## config.mk

```make
export PLATFORM = sky130hd
export DESIGN_NAME = morse_sample_decoder
export DESIGN_NICKNAME = d
export VERILOG_FILES = /design/src/sv/msd_pkg.sv /design/src/sv/msd_core.sv /design/src/sv/morse_sample_decoder.sv
export SDC_FILE = /design/constraint.sdc
export NUM_CORES = 1
export LEC_CHECK = 0
export BUFFER_PORTS_ARGS = -buffer_cell sky130_fd_sc_hd__buf_2
export CAP_MARGIN = 5
export CORE_MARGIN = 2
export CORE_UTILIZATION = 45
export CTS_CLUSTER_SIZE = 30
export DETAILED_ROUTE_END_ITERATION = 10
export GPL_ROUTABILITY_DRIVEN = 0
export PLACE_DENSITY_LB_ADDON = 0.25
export SLEW_MARGIN = 20
export SYNTH_ARGS = -nofsm -noshare
export SYNTH_HDL_FRONTEND = slang
export SYNTH_SLANG_ARGS = --single-unit
```

## constraint.sdc

```tcl
create_clock -name clk -period 4.3 [get_ports clk]
set_input_delay 1.29 -clock clk [delete_from_list [all_inputs] [get_ports clk]]
set_output_delay 1.29 -clock clk [all_outputs]
set_load 0.02 [all_outputs]
```

## src/sv/msd_pkg.sv

```systemverilog
// Shared types, register indexes and the Morse letter table for the sample decoder.
// No dependencies; used by msd_core and morse_sample_decoder.
package msd_pkg;

    localparam int CFG_W       = 6;
    localparam int CFG_INDEX_W = 3;
    localparam int LETTER_W    = 7;
    localparam int SYM_BITS_W  = 4;
    localparam int SYM_LEN_W   = 3;

    // Register indexes on the configuration port
    localparam logic [CFG_INDEX_W-1:0] CFG_DOT_MAX  = 3'd0;
    localparam logic [CFG_INDEX_W-1:0] CFG_DASH_MAX = 3'd1;
    localparam logic [CFG_INDEX_W-1:0] CFG_CHAR_GAP = 3'd2;
    localparam logic [CFG_INDEX_W-1:0] CFG_WORD_GAP = 3'd3;
    localparam logic [CFG_INDEX_W-1:0] CFG_IDLE_END = 3'd4;

    // Register reset values
    localparam logic [CFG_W-1:0] DOT_MAX_RST  = 6'd3;
    localparam logic [CFG_W-1:0] DASH_MAX_RST = 6'd9;
    localparam logic [CFG_W-1:0] CHAR_GAP_RST = 6'd4;
    localparam logic [CFG_W-1:0] WORD_GAP_RST = 6'd10;
    localparam logic [CFG_W-1:0] IDLE_END_RST = 6'd22;

    localparam logic [SYM_LEN_W-1:0] SYM_LEN_MAX  = 3'd4;
    localparam logic [SYM_LEN_W-1:0] SYM_OVERFLOW = 3'd5;
    localparam logic [LETTER_W-1:0]  LETTER_BASE  = 7'd65;
    localparam logic [LETTER_W-1:0]  LETTER_NONE  = 7'd0;

    typedef struct packed {
        logic [CFG_W-1:0] dot_max_run;
        logic [CFG_W-1:0] dash_max_run;
        logic [CFG_W-1:0] char_gap_min;
        logic [CFG_W-1:0] word_gap_min;
        logic [CFG_W-1:0] idle_end_run;
    } msd_cfg_t;

    typedef struct packed {
        logic [LETTER_W-1:0] letter;
        logic                word_end;
        logic                message_end;
    } msd_result_t;

    // Symbol bits: first symbol most significant, 0 dot, 1 dash
    function automatic logic [LETTER_W-1:0] morse_letter(
        input logic [SYM_LEN_W-1:0]  len,
        input logic [SYM_BITS_W-1:0] bits
    );
        logic [LETTER_W-1:0] ofs;
        logic                hit;
        hit = 1'b1;
        ofs = '0;
        case ({len, bits})
            {3'd2, 4'd1}:  ofs = 7'd0;   // A
            {3'd4, 4'd8}:  ofs = 7'd1;   // B
            {3'd4, 4'd10}: ofs = 7'd2;   // C
            {3'd3, 4'd4}:  ofs = 7'd3;   // D
            {3'd1, 4'd0}:  ofs = 7'd4;   // E
            {3'd4, 4'd2}:  ofs = 7'd5;   // F
            {3'd3, 4'd6}:  ofs = 7'd6;   // G
            {3'd4, 4'd0}:  ofs = 7'd7;   // H
            {3'd2, 4'd0}:  ofs = 7'd8;   // I
            {3'd4, 4'd7}:  ofs = 7'd9;   // J
            {3'd3, 4'd5}:  ofs = 7'd10;  // K
            {3'd4, 4'd4}:  ofs = 7'd11;  // L
            {3'd2, 4'd3}:  ofs = 7'd12;  // M
            {3'd2, 4'd2}:  ofs = 7'd13;  // N
            {3'd3, 4'd7}:  ofs = 7'd14;  // O
            {3'd4, 4'd6}:  ofs = 7'd15;  // P
            {3'd4, 4'd13}: ofs = 7'd16;  // Q
            {3'd3, 4'd2}:  ofs = 7'd17;  // R
            {3'd3, 4'd0}:  ofs = 7'd18;  // S
            {3'd1, 4'd1}:  ofs = 7'd19;  // T
            {3'd3, 4'd1}:  ofs = 7'd20;  // U
            {3'd4, 4'd1}:  ofs = 7'd21;  // V
            {3'd3, 4'd3}:  ofs = 7'd22;  // W
            {3'd4, 4'd9}:  ofs = 7'd23;  // X
            {3'd4, 4'd11}: ofs = 7'd24;  // Y
            {3'd4, 4'd12}: ofs = 7'd25;  // Z
            default:       hit = 1'b0;
        endcase
        return hit ? (LETTER_BASE + ofs) : LETTER_NONE;
    endfunction

endpackage

```

## src/sv/msd_core.sv

```systemverilog
// Per-sample decode state (run counters, symbol shift register) and its next-state logic.
// Depends on msd_pkg.
module msd_core #(
    parameter int RUN_COUNTER_BITS = 6
) (
    input  logic                 clk,
    input  logic                 rst_n,
    input  logic                 step,
    input  logic                 line_sample,
    input  msd_pkg::msd_cfg_t    cfg,
    output logic                 res_valid,
    output msd_pkg::msd_result_t res
);
    import msd_pkg::*;

    localparam int RW    = RUN_COUNTER_BITS;
    localparam int CMP_W = (RW > CFG_W) ? RW : CFG_W;
    localparam logic [RW-1:0] RUN_MAX = {RW{1'b1}};
    localparam logic [RW-1:0] RUN_ONE = {{(RW-1){1'b0}}, 1'b1};

    logic                  active_reg, active_next;
    logic [RW-1:0]         mark_reg, mark_next;
    logic [RW-1:0]         gap_reg, gap_next;
    logic [SYM_BITS_W-1:0] bits_reg, bits_next;
    logic [SYM_LEN_W-1:0]  len_reg, len_next;

    logic [SYM_BITS_W-1:0] sym_bits;
    logic [SYM_LEN_W-1:0]  sym_len;
    logic [RW-1:0]         gap_inc;
    logic                  append, dash;
    logic [CMP_W-1:0]      mark_x, gap_x, gap_inc_x;

    assign mark_x    = CMP_W'(mark_reg);
    assign gap_x     = CMP_W'(gap_reg);
    assign gap_inc   = (gap_reg == RUN_MAX) ? gap_reg : gap_reg + RUN_ONE;
    assign gap_inc_x = CMP_W'(gap_inc);

    // Mark run classification when a gap sample closes it
    always_comb
    begin
        append = 1'b0;
        dash   = 1'b0;
        if (mark_reg != '0)
        begin
            if (mark_x <= CMP_W'(cfg.dot_max_run))
                append = 1'b1;
            else if (mark_x <= CMP_W'(cfg.dash_max_run))
            begin
                append = 1'b1;
                dash   = 1'b1;
            end
        end
        sym_bits = bits_reg;
        sym_len  = len_reg;
        if (append)
        begin
            if (len_reg < SYM_LEN_MAX)
            begin
                sym_bits = {bits_reg[SYM_BITS_W-2:0], dash};
                sym_len  = len_reg + 3'd1;
            end
            else
                sym_len = SYM_OVERFLOW;
        end
    end

    always_comb
    begin
        active_next = active_reg;
        mark_next   = mark_reg;
        gap_next    = gap_reg;
        bits_next   = bits_reg;
        len_next    = len_reg;
        res_valid   = 1'b0;
        res         = '0;
        if (step)
        begin
            if (!active_reg)
            begin
                if (line_sample)
                begin
                    active_next = 1'b1;
                    mark_next   = RUN_ONE;
                    gap_next    = '0;
                end
            end
            else if (line_sample)
            begin
                if (gap_reg != '0)
                begin
                    if (gap_x >= CMP_W'(cfg.char_gap_min))
                    begin
                        res_valid       = 1'b1;
                        res.letter      = morse_letter(len_reg, bits_reg);
                        res.word_end    = (gap_x >= CMP_W'(cfg.word_gap_min));
                        res.message_end = 1'b0;
                        bits_next       = '0;
                        len_next        = '0;
                    end
                    gap_next = '0;
                end
                if (mark_reg != RUN_MAX)
                    mark_next = mark_reg + RUN_ONE;
            end
            else
            begin
                mark_next = '0;
                bits_next = sym_bits;
                len_next  = sym_len;
                gap_next  = gap_inc;
                if (gap_inc_x >= CMP_W'(cfg.idle_end_run))
                begin
                    // end of message: flush pending letter and go idle
                    res_valid       = 1'b1;
                    res.letter      = morse_letter(sym_len, sym_bits);
                    res.word_end    = 1'b1;
                    res.message_end = 1'b1;
                    active_next     = 1'b0;
                    gap_next        = '0;
                    bits_next       = '0;
                    len_next        = '0;
                end
            end
        end
    end

    always_ff @(posedge clk or negedge rst_n)
    begin
        if (!rst_n)
        begin
            active_reg <= 1'b0;
            mark_reg   <= '0;
            gap_reg    <= '0;
            bits_reg   <= '0;
            len_reg    <= '0;
        end
        else
        begin
            active_reg <= active_next;
            mark_reg   <= mark_next;
            gap_reg    <= gap_next;
            bits_reg   <= bits_next;
            len_reg    <= len_next;
        end
    end

endmodule

```

## src/sv/morse_sample_decoder.sv

```systemverilog
// Morse sample decoder top level: configuration registers, decode core, output skid stage.
// Depends on msd_pkg and msd_core.
//
//  channel   direction  handshake            payload
//  input     in         in_valid/in_ready    line_sample
//  result    out        out_valid/out_ready  letter, word_end, message_end
//  config    in         cfg_we (no wait)     cfg_index, cfg_data
//
// One sample per cycle while in_ready is high: a transfer updates the run counters and
// symbol register on that edge; a letter goes to the result register, or to skid if held.
// A second result register (skid) lets input transfers continue for one letter
// while out_ready is low; in_ready drops only when both are full.
// Reset (rst_n, async, active low) clears the decoder to idle, empties both
// result registers and loads the register defaults.
module morse_sample_decoder #(
    parameter int RUN_COUNTER_BITS = 6
) (
    input  logic                                clk,
    input  logic                                rst_n,
    input  logic                                in_valid,
    output logic                                in_ready,
    input  logic                                line_sample,
    output logic                                out_valid,
    input  logic                                out_ready,
    output logic [msd_pkg::LETTER_W-1:0]        letter,
    output logic                                word_end,
    output logic                                message_end,
    input  logic                                cfg_we,
    input  logic [msd_pkg::CFG_INDEX_W-1:0]     cfg_index,
    input  logic [msd_pkg::CFG_W-1:0]           cfg_data
);
    import msd_pkg::*;

    msd_cfg_t    cfg_reg;
    logic        step;
    logic        res_valid;
    msd_result_t res;

    logic        out_valid_reg, skid_valid_reg;
    msd_result_t out_data_reg, skid_data_reg;

    // Configuration registers; unknown indexes are ignored
    always_ff @(posedge clk or negedge rst_n)
    begin
        if (!rst_n)
        begin
            cfg_reg.dot_max_run  <= DOT_MAX_RST;
            cfg_reg.dash_max_run <= DASH_MAX_RST;
            cfg_reg.char_gap_min <= CHAR_GAP_RST;
            cfg_reg.word_gap_min <= WORD_GAP_RST;
            cfg_reg.idle_end_run <= IDLE_END_RST;
        end
        else if (cfg_we)
        begin
            case (cfg_index)
                CFG_DOT_MAX:  cfg_reg.dot_max_run  <= cfg_data;
                CFG_DASH_MAX: cfg_reg.dash_max_run <= cfg_data;
                CFG_CHAR_GAP: cfg_reg.char_gap_min <= cfg_data;
                CFG_WORD_GAP: cfg_reg.word_gap_min <= cfg_data;
                CFG_IDLE_END: cfg_reg.idle_end_run <= cfg_data;
                default:      ;
            endcase
        end
    end

    // Input side stalls only when a letter already sits in the skid register
    assign in_ready = !skid_valid_reg;
    assign step     = in_valid && in_ready;

    msd_core #(
        .RUN_COUNTER_BITS(RUN_COUNTER_BITS)
    ) u_core (
        .clk        (clk),
        .rst_n      (rst_n),
        .step       (step),
        .line_sample(line_sample),
        .cfg        (cfg_reg),
        .res_valid  (res_valid),
        .res        (res)
    );

    // Result register plus skid: skid fills only when the result register is held
    always_ff @(posedge clk or negedge rst_n)
    begin
        if (!rst_n)
        begin
            out_valid_reg  <= 1'b0;
            skid_valid_reg <= 1'b0;
        end
        else if (out_valid_reg && !out_ready)
        begin
            if (res_valid)
                skid_valid_reg <= 1'b1;
        end
        else if (skid_valid_reg)
        begin
            out_valid_reg  <= 1'b1;
            skid_valid_reg <= 1'b0;
        end
        else
            out_valid_reg <= res_valid;
    end

    always_ff @(posedge clk)
    begin
        if (out_valid_reg && !out_ready)
        begin
            if (res_valid)
                skid_data_reg <= res;
        end
        else if (skid_valid_reg)
            out_data_reg <= skid_data_reg;
        else if (res_valid)
            out_data_reg <= res;
    end

    assign out_valid   = out_valid_reg;
    assign letter      = out_data_reg.letter;
    assign word_end    = out_data_reg.word_end;
    assign message_end = out_data_reg.message_end;

`ifndef SYNTHESIS
    a_skid_behind_out: assert property (@(posedge clk) disable iff (!rst_n)
        skid_valid_reg |-> out_valid_reg)
        else $error("skid holds a letter while result register is empty");

    a_skid_fill_on_stall: assert property (@(posedge clk) disable iff (!rst_n)
        $rose(skid_valid_reg) |-> $past(out_valid_reg && !out_ready))
        else $error("skid filled without a stalled result");

    a_msg_end_word_end: assert property (@(posedge clk) disable iff (!rst_n)
        (out_valid_reg && out_data_reg.message_end) |-> out_data_reg.word_end)
        else $error("message end without word end");

    a_letter_range: assert property (@(posedge clk) disable iff (!rst_n)
        out_valid_reg |-> (out_data_reg.letter == LETTER_NONE ||
                           (out_data_reg.letter >= LETTER_BASE &&
                            out_data_reg.letter <= LETTER_BASE + 7'd25)))
        else $error("letter outside A..Z");
`endif

endmodule
```

== Yosys cells after proc, flatten, opt, wreduce, memory -nomap -nowiden ==
Cells that the tools add are included.
Word-level totals
  register bits after elaboration: 70
  bits in latches: 0
  memory bits (writable): 0
  ROM bits: 0
  input bits: 15
  output and inout bits: 11
  memories: 0
Operators by class
  add/subtract/negate cells: 5
  $mul: 0
  divide/modulo/power cells: 0
  $lt $le $gt $ge: 6
  eq/ne operators: 63
  shift-type cells: 0
  muxes and demuxes: 72
  bitwise gates (word level): 1
  reductions and logical operators: 21
Operators with widths (number)
  $pmux W5 S25: 2
  $eq A7 B6 Y1 const B: 24
  $eq A7 B7 Y1 const B: 24
  $mux W7: 11
  $mux W9: 8
  $mux W6: 10
  $reduce_or A26 Y1: 2
  $mux W1: 29
  $eq A7 B5 Y1 const B: 4
  $mux W4: 6
  $ge A6 B6 Y1: 3
  $mux W3: 6
  $add A7 B7 Y7 const A: 2
  $reduce_and A2 Y1: 7
  $add A6 B1 Y6 const B: 2
  $le A6 B6 Y1: 2
  $reduce_bool A6 Y1: 2
  $eq A3 B2 Y1 const B: 2
  $eq A6 B6 Y1 const B: 1
  $ne A3 B3 Y1 const B: 2
  $ne A6 B6 Y1 const B: 1
  $reduce_and A3 Y1: 2
  $ne A2 B1 Y1 const B: 2
  $reduce_and A4 Y1: 1
  10 further kinds: 13

== Logic depth before layout (Yosys ltp) ==
Gate-level depths: netlist of the first run.
  depth after elaboration: 20
  mapped depth: 17

== Hierarchy ==
A second synthesis of the first run with hierarchy kept.
Unflattened totals
  cells, all modules: 571
  area, all modules: 5277.6 um2
Modules (own cells, without submodules)
  msd_core: times used 1, cells an instance 464, area an instance 3347.0 um2
  morse_sample_decoder: times used 1, cells an instance 107, area an instance 1930.6 um2

== Least setup slack after synthesis of the first run ==
Ideal clock, no wire load.
  path type: register -> register
  start: register cfg_reg[21] (netlist name)
  end: register out_data_reg, in the netlist letter[4] (data pin)
  setup time: 0.129 ns
  arrival: 3.494 ns
  data required time: 4.171 ns
  slack: 0.676 ns
  cell stages (with the launch flop): 16
  buffers on the path: 0
  period minus slack after synthesis: 3.624 ns
  path through: dfstp_2 > inv_1 > ha_1 > nand4_1 > a21oi_1 > o31a_2 > a211oi_2 > or3_4 > or3_4 > o31ai_1 > a311o_1 > ha_1 > nor2b_1 > o311ai_0 > a221oi_2 > a21o_1
RTL lines
  start, declared: RTL line morse_sample_decoder.sv:34  | msd_cfg_t cfg_reg;
  end signal, assigned: RTL line morse_sample_decoder.sv:112  | out_data_reg <= skid_data_reg;
  end signal, assigned: RTL line morse_sample_decoder.sv:114  | out_data_reg <= res;
  end, declared: RTL line morse_sample_decoder.sv:40  | msd_result_t out_data_reg, skid_data_reg;

==> results of run 1 <==
-- kinds of logic (layout without fill, tap and decap cells) --
group                    count (synthesis)  after routing  synth area share
AND/OR/NAND/NOR                        191            191             0.185
XOR/XNOR                                11             11            0.0186
AO/OA/AOI/OAI                          184            184             0.252
adder cells (fa/ha/maj)                 40             40            0.0967
buffers and inverters                   67             97            0.0503
flip-flops                              70             70             0.358
multiplexers                            19             19            0.0392
other                                    1              1          0.000725
-- area by class of cell --
type	instances	area share
multi-input combinational	446	0.526
sequential	70	0.318
clock buffer	9	0.0387
timing repair buffer	37	0.0370
tap	143	0.0307
inverter	44	0.0284
clock inverter	7	0.0208
-- report_power, final --
| group | switching, mW | internal [mW] |
|---|---|---|
| clock network | 0.291 | 0.569 |
| logic | 1.18 | 0.773 |
| registers | 0.190 | 0.829 |
-- layout by cell type, fill, tap and decap left out, types with 7 or more instances in the layout --
master and instances:
mux2_2 10, nor3_1 12, dfstp_2 10, buf_2 25, and3_1 8, and2_1 7, nand2b_1 12, nand2_1 60
xnor2_1 7, o22ai_1 10, nand3_1 16, inv_1 42, a22o_1 8, edfxtp_1 18, a21oi_1 29, buf_4 12
ha_1 40, clkbuf_16 9, dfrtp_1 42, nor2b_1 13, o21ai_0 48, a21o_1 18, mux2i_1 9, nor2_1 38
-- metal layers --
layer  part of all wire  routed length (µm)  up-vias  GRT usage
li1                   -                   -     2182          -
met1               0.45                5860     2131      0.293
met2               0.44                5690      217      0.334
met3              0.077                 994       43     0.0547
met4              0.027                 352        0     0.0658
met5                  0                   0        -          0
-- worst max-delay path by stage --
stage	startpoint	to	slack [ns]	cells after the start
3_5_place_dp	cfg_reg[21]$_DFFE_PN1P_	letter[4]$_DFFE_PP_	0.15	15
4_1_cts	cfg_reg[21]$_DFFE_PN1P_	letter[4]$_DFFE_PP_	0.15	15
3_3_place_gp	cfg_reg[21]$_DFFE_PN1P_	letter[4]$_DFFE_PP_	0.22	15
2_1_floorplan	cfg_reg[21]$_DFFE_PN1P_	letter[4]$_DFFE_PP_	0.68	15
6_report	cfg_reg[21]$_DFFE_PN1P_	letter[4]$_DFFE_PP_	0.24	15
5_1_grt	cfg_reg[21]$_DFFE_PN1P_	letter[4]$_DFFE_PP_	0.008	15
-- through the flow --
step           hold WS (ns)  instance area, µm²  cells   util  setup WS [ns]
6_report              0.507                5820    756  0.514          0.239
5_1_grt               0.528                5820    756  0.514        0.00781
4_1_cts               0.511                5790    752  0.511          0.151
3_5_place_dp          0.496                5440    736  0.481          0.153
3_3_place_gp          0.492                5440    736  0.481          0.219
2_1_floorplan         0.479                5170    583      -          0.676
-- timing repair --
action	CTS	global route
setup endpoints to repair	0	11
resized for setup	0	1
buffers inserted	0	4
-- worst register-to-register path: stages (launching register included) --
cell and delay [ns]:
dfstp_2 0.52, inv_1 0.04, ha_1 0.29, nand4_1 0.11
a21oi_1 0.33, o31a_2 0.31, a211oi_2 0.15, or3_4 0.40
or3_4 0.40, o31ai_1 0.26, a311o_1 0.19, ha_1 0.17
nor2b_1 0.18, o311ai_0 0.17, a221oi_2 0.30, a21o_1 0.11
==> results.toml, run 1 <==
[timing]
hold_viol = 0
worst_pin_slew_ns = 0.875
max_freq_mhz = 246
fin_skew_ns = 0.00553
grt_setup_unrepaired = "no"
post-route-min-period_ns = 4.06
max-slew-margin-rel = 0.417
report.final.setup_viol = 0
slew_viol_final = 0
post-route-period-util = 0.944
setup_tns_ns = 0

[detailed_routing]
dr_total_vias = 4573
drtIter0Drc = 673
wl_mm = 12.9
dr.pass1.iters = 9
drc = 0
vias_per_cell = 6.05
antenna_left = 0
wl_per_cell_um = 17.1

[global_routing]
grt_start_max_net_pins = 40
grt_pass1_vias = 4398
grt_pass1_wl_mm = 21.7
grt_use_total = 0.214
antenna_found_initial = 0
grt.overflow.total = 0

[clocking]
cts_root_buf = "clkbuf_16"
clock_latency_ns = 0.33
clock_sinks = 70
cts.path.max_buffers = 2
cts_hold_buf = 0
cts_tree = "done"
htreeDepth = 3
numCtsBuffers = 9
clkTransAtPathRegs_ns = 0.06

[yosys]
ys_ff_latch = 70
ys_seq_area_frac = 0.358
yosysTopAreaCell = "dfrtp_1"
synth_area_leaders = "dfrtp_1 20%, edfxtp_1 10%, ha_1 9.7%"
synthArstFlopShare = 0.743
postSynthCellCount = 583
netlist_area_mm2 = 0.00517
synth.distinct_cells = 72
postSynthAreaPerCell_um2 = 8.87
synth_nets = 638
ys_warn_count = 0
synth_edf_count = 18
yosysMostFrequentCell = "nand2_1"
synthTopCellsByCount = "60 x nand2_1, 48 x o21ai_0, 42 x dfrtp_1, 42 x inv_1, 40 x ha_1"
synth_flop_cell = "dfrtp_1"
synth_top_area_share = 0.203

[critical_path]
cpMaxStageDelayCell = "dfstp_2"
crit_buf_inv = 1
arrival_ns = 4.27
worstPathMaxFanout = 7
worstSetupPathType = "reg -> reg"
crit_family = "compound AO/OA/AOI/OAI gates"
critPathCaptureType = "register"
r2r-end = "letter[4]$_DFFE_PP_"
path_cells = "inv_1 -> ha_1 -> nand4_1 -> a21oi_1 -> o31a_2 -> a211oi_2 -> or3_4 -> or3_4 -> o31ai_1 -> a311o_1 -> ha_1 -> nor2b_1 -> o311ai_0 -> a221oi_2 -> a21o_1"
crit_path_max_incr_delay_ns = 0.52
startpoint_type = "register"
reg2reg_from = "cfg_reg[21]$_DFFE_PN1P_"
critPathRequiredTime_ns = 4.51
reg2reg_slack_ns = 0.24
r2r_cells = 15

[floorplan]
die_h_um = 111
io_pins = 26
chipWidth_um = 111
start_util = 0.457
dieArea_mm2 = 0.0124
row_count = 39
core_area_mm2 = 0.0113

[power_and_ir_drop]
leakage_nw = 2.60
p_per_area_mw_per_mm2 = 658
power.total_mw = 3.83
vdd_ir_drop_max_mv = 0.349

[hold_path]
hp-class = "reg -> reg"
hold_end = "cfg_reg[2]$_DFFE_PN1P_"
hp-start = "cfg_reg[2]$_DFFE_PN1P_"
min_path_cells = 2

[finish]
final-seq-area_mm2 = 0.00185
largest_reg_flops = 30
num-nets-final = 663
area.growth.synth_to_final_pct = 12.6
multi_input_area_mm2 = 0.00306
diodes = 0
fillCellCount = 1037
post_route_cells_drive_above_1_share = 0.150

[flow_run]
maxCapViolations = 0

[placement]
io_buffers = 25
hpwl_mm = 9.55

[outcome]
status = "complete, no violations"
No activity file was read; power rests on OpenSTA's default activity.
==> run 2: changes to the inputs <==
==> constraint.sdc (replaced) <==
create_clock -name clk -period 4.3 [get_ports clk]
set_input_delay 0.215 -clock clk [delete_from_list [all_inputs] [get_ports clk]]
set_output_delay 0.215 -clock clk [all_outputs]
set_load 0.02 [all_outputs]
==> results.toml, run 2 (synthesized netlist as in run 1, its figures left out) <==
[clocking]
clock_latency_ns = 0.34
numCtsBuffers = 9
clkTransAtPathRegs_ns = 0.06
htreeDepth = 3
cts.path.max_buffers = 2
cts_root_buf = "clkbuf_16"
clock_sinks = 70
cts_tree = "done"
cts_hold_buf = 0

[floorplan]
core_area_mm2 = 0.0113
io_pins = 26
chipWidth_um = 111
dieArea_mm2 = 0.0124
row_count = 39
start_util = 0.457
die_h_um = 111

[placement]
pre_cts_ws_ns = 0.142
hpwl_mm = 9.92
io_buffers = 25

[global_routing]
use_met1 = 0.313
grt.overflow.total = 0
grt_pass1_vias = 4430
gr-usage-met2 = 0.351
grt_start_max_net_pins = 53
grt_use_total = 0.222
grt.busiest_layer = "met2"
grt_pass1_wl_mm = 22.4
antenna_found_initial = 0
use_met3 = 0.0443

[timing]
setup_tns_ns = 0
fin_hold_ws_ns = -0.0101
slew_viol_final = 0
max-slew-margin-rel = 0.340
fin_skew_ns = 0.0118
max_freq_mhz = 246
worst_pin_slew_ns = 0.988
report.final.setup_viol = 0
finalWorstSetupSlack_ns = 0.241
hold_viol = 4
grt_setup_unrepaired = "no"
post-route-min-period_ns = 4.06
post-route-period-util = 0.944

[critical_path]
crit_path_start = "cfg_reg[21]$_DFFE_PN1P_"
critPathCaptureType = "register"
startpoint_type = "register"
r2r_cells = 15
reg2reg_from = "cfg_reg[21]$_DFFE_PN1P_"
critPathRequiredTime_ns = 4.51
r2r-end = "letter[4]$_DFFE_PP_"
arrival_ns = 4.26
worstPathMaxFanout = 7
worstSetupPathType = "reg -> reg"
reg2reg_slack_ns = 0.24
crit_end = "letter[4]$_DFFE_PP_"

[power_and_ir_drop]
p_int_mw = 2.08
p_per_area_mw_per_mm2 = 650
p_comb_frac = 0.536
vdd_ir_drop_max_mv = 0.305
leakage_nw = 2.59
switchingPower_mw = 1.69
swShare = 0.449
p_clk_frac = 0.200
seq_power_share = 0.264

[outcome]
status = "finished with violations"
violations = "hold timing"

[detailed_routing]
drtIter0Drc = 582
antenna_left = 0
wl_mm = 13.3
vias_per_cell = 6.05
wl_per_cell_um = 17.6
dr.pass1.iters = 6
dr_total_vias = 4583
drc = 0

[finish]
fillCellCount = 1033
area.growth.synth_to_final_pct = 12.1
num-nets-final = 665
layout_common_cells = "60 x nand2_1, 48 x o21ai_0, 42 x inv_1, 42 x dfrtp_1, 40 x ha_1"
mostFrequentLayoutCell = "nand2_1"
diodes = 0
post_route_cells_drive_above_1_share = 0.156
largest_reg_flops = 30

[flow_run]
maxCapViolations = 0

[hold_path]
hp-class = "in -> async"
==> run 2: cell types whose count changed in the layout (fill, tap and decap cells not counted), sizes merged <==
| cell | change |
|---|---|
| bufinv | -2 |
| clkinvlp | +1 |
| inv | +1 |
| buf | +2 |
==> run 2: final cells by class <==
class                   instances  area (µm²)  share of cell area
repair buffers                 39         230              0.0397
clock inverters                 7        71.3              0.0123
inverters                      44         165              0.0285
well taps                     143         179              0.0309
flip-flops and latches         70        1850               0.320
multi-input cells             446        3070               0.530
clock buffers                   9         225              0.0388
==> run 2: critical path, cell delays in order (launching register included) <==
cell      delay, ns
dfstp_2        0.51
inv_1          0.05
ha_1           0.28
nand4_1        0.11
a21oi_1        0.34
o31a_2         0.31
a211oi_2       0.14
or3_4          0.40
or3_4          0.41
o31ai_1        0.27
a311o_1        0.18
ha_1           0.17
nor2b_1        0.15
o311ai_0       0.17
a221oi_2       0.30
a21o_1         0.11
==> run 2: layer usage <==
| layer | vias up | share of wire |
|---|---|---|
| met5 | - | 0 |
| met2 | 191 | 0.45 |
| met1 | 2160 | 0.46 |
| met4 | 0 | 0.022 |
| li1 | 2197 | - |
| met3 | 35 | 0.068 |
==> run 2: worst min path at each step <==
stage / end / depth (start not counted) / start / slack, ns
after floorplan: cfg_reg[0]$_DFFE_PN0P_ / 0 / rst_n / -0.08
after global placement: cfg_reg[26]$_DFFE_PN0P_ / 2 / rst_n / 0.38
after detailed placement: cfg_reg[28]$_DFFE_PN0P_ / 2 / rst_n / 0.38
after CTS: u_core.len_reg[1]$_DFFE_PN0P_ / 2 / rst_n / 0.03
after global routing: cfg_reg[28]$_DFFE_PN0P_ / 2 / rst_n / 0.06
final: cfg_reg[28]$_DFFE_PN0P_ / 2 / rst_n / -0.01
==> run 2: repair_timing <==
action,in CTS,in global routing
gates resized for setup,0,2
hold endpoints to repair,0,0
setup buffers,0,5
setup endpoints to repair,0,10
==> run 2: through the flow <==
stage	instance area [µm²]	instances	utilization	hold WS [ns]	total power, mW
after detailed placement	5450	737	0.481	0.380	2.90
final	5800	758	0.512	-0.0101	3.77
after global placement	5450	737	0.481	0.376	2.87
after global routing	5800	758	0.512	0.0564	4.01
after floorplan	5170	583	-	-0.0806	2.42
after CTS	5750	753	0.508	0.0261	3.67
==> run 2: power by group through the flow <==
stage,combinational [mW],sequential [mW],clock [mW]
finish,2.02,0.997,0.754
global route,2.20,1.02,0.791
CTS,1.92,0.993,0.761
detailed placement,1.90,1.00,0
global placement,1.87,0.998,0
floorplan,1.49,0.929,0
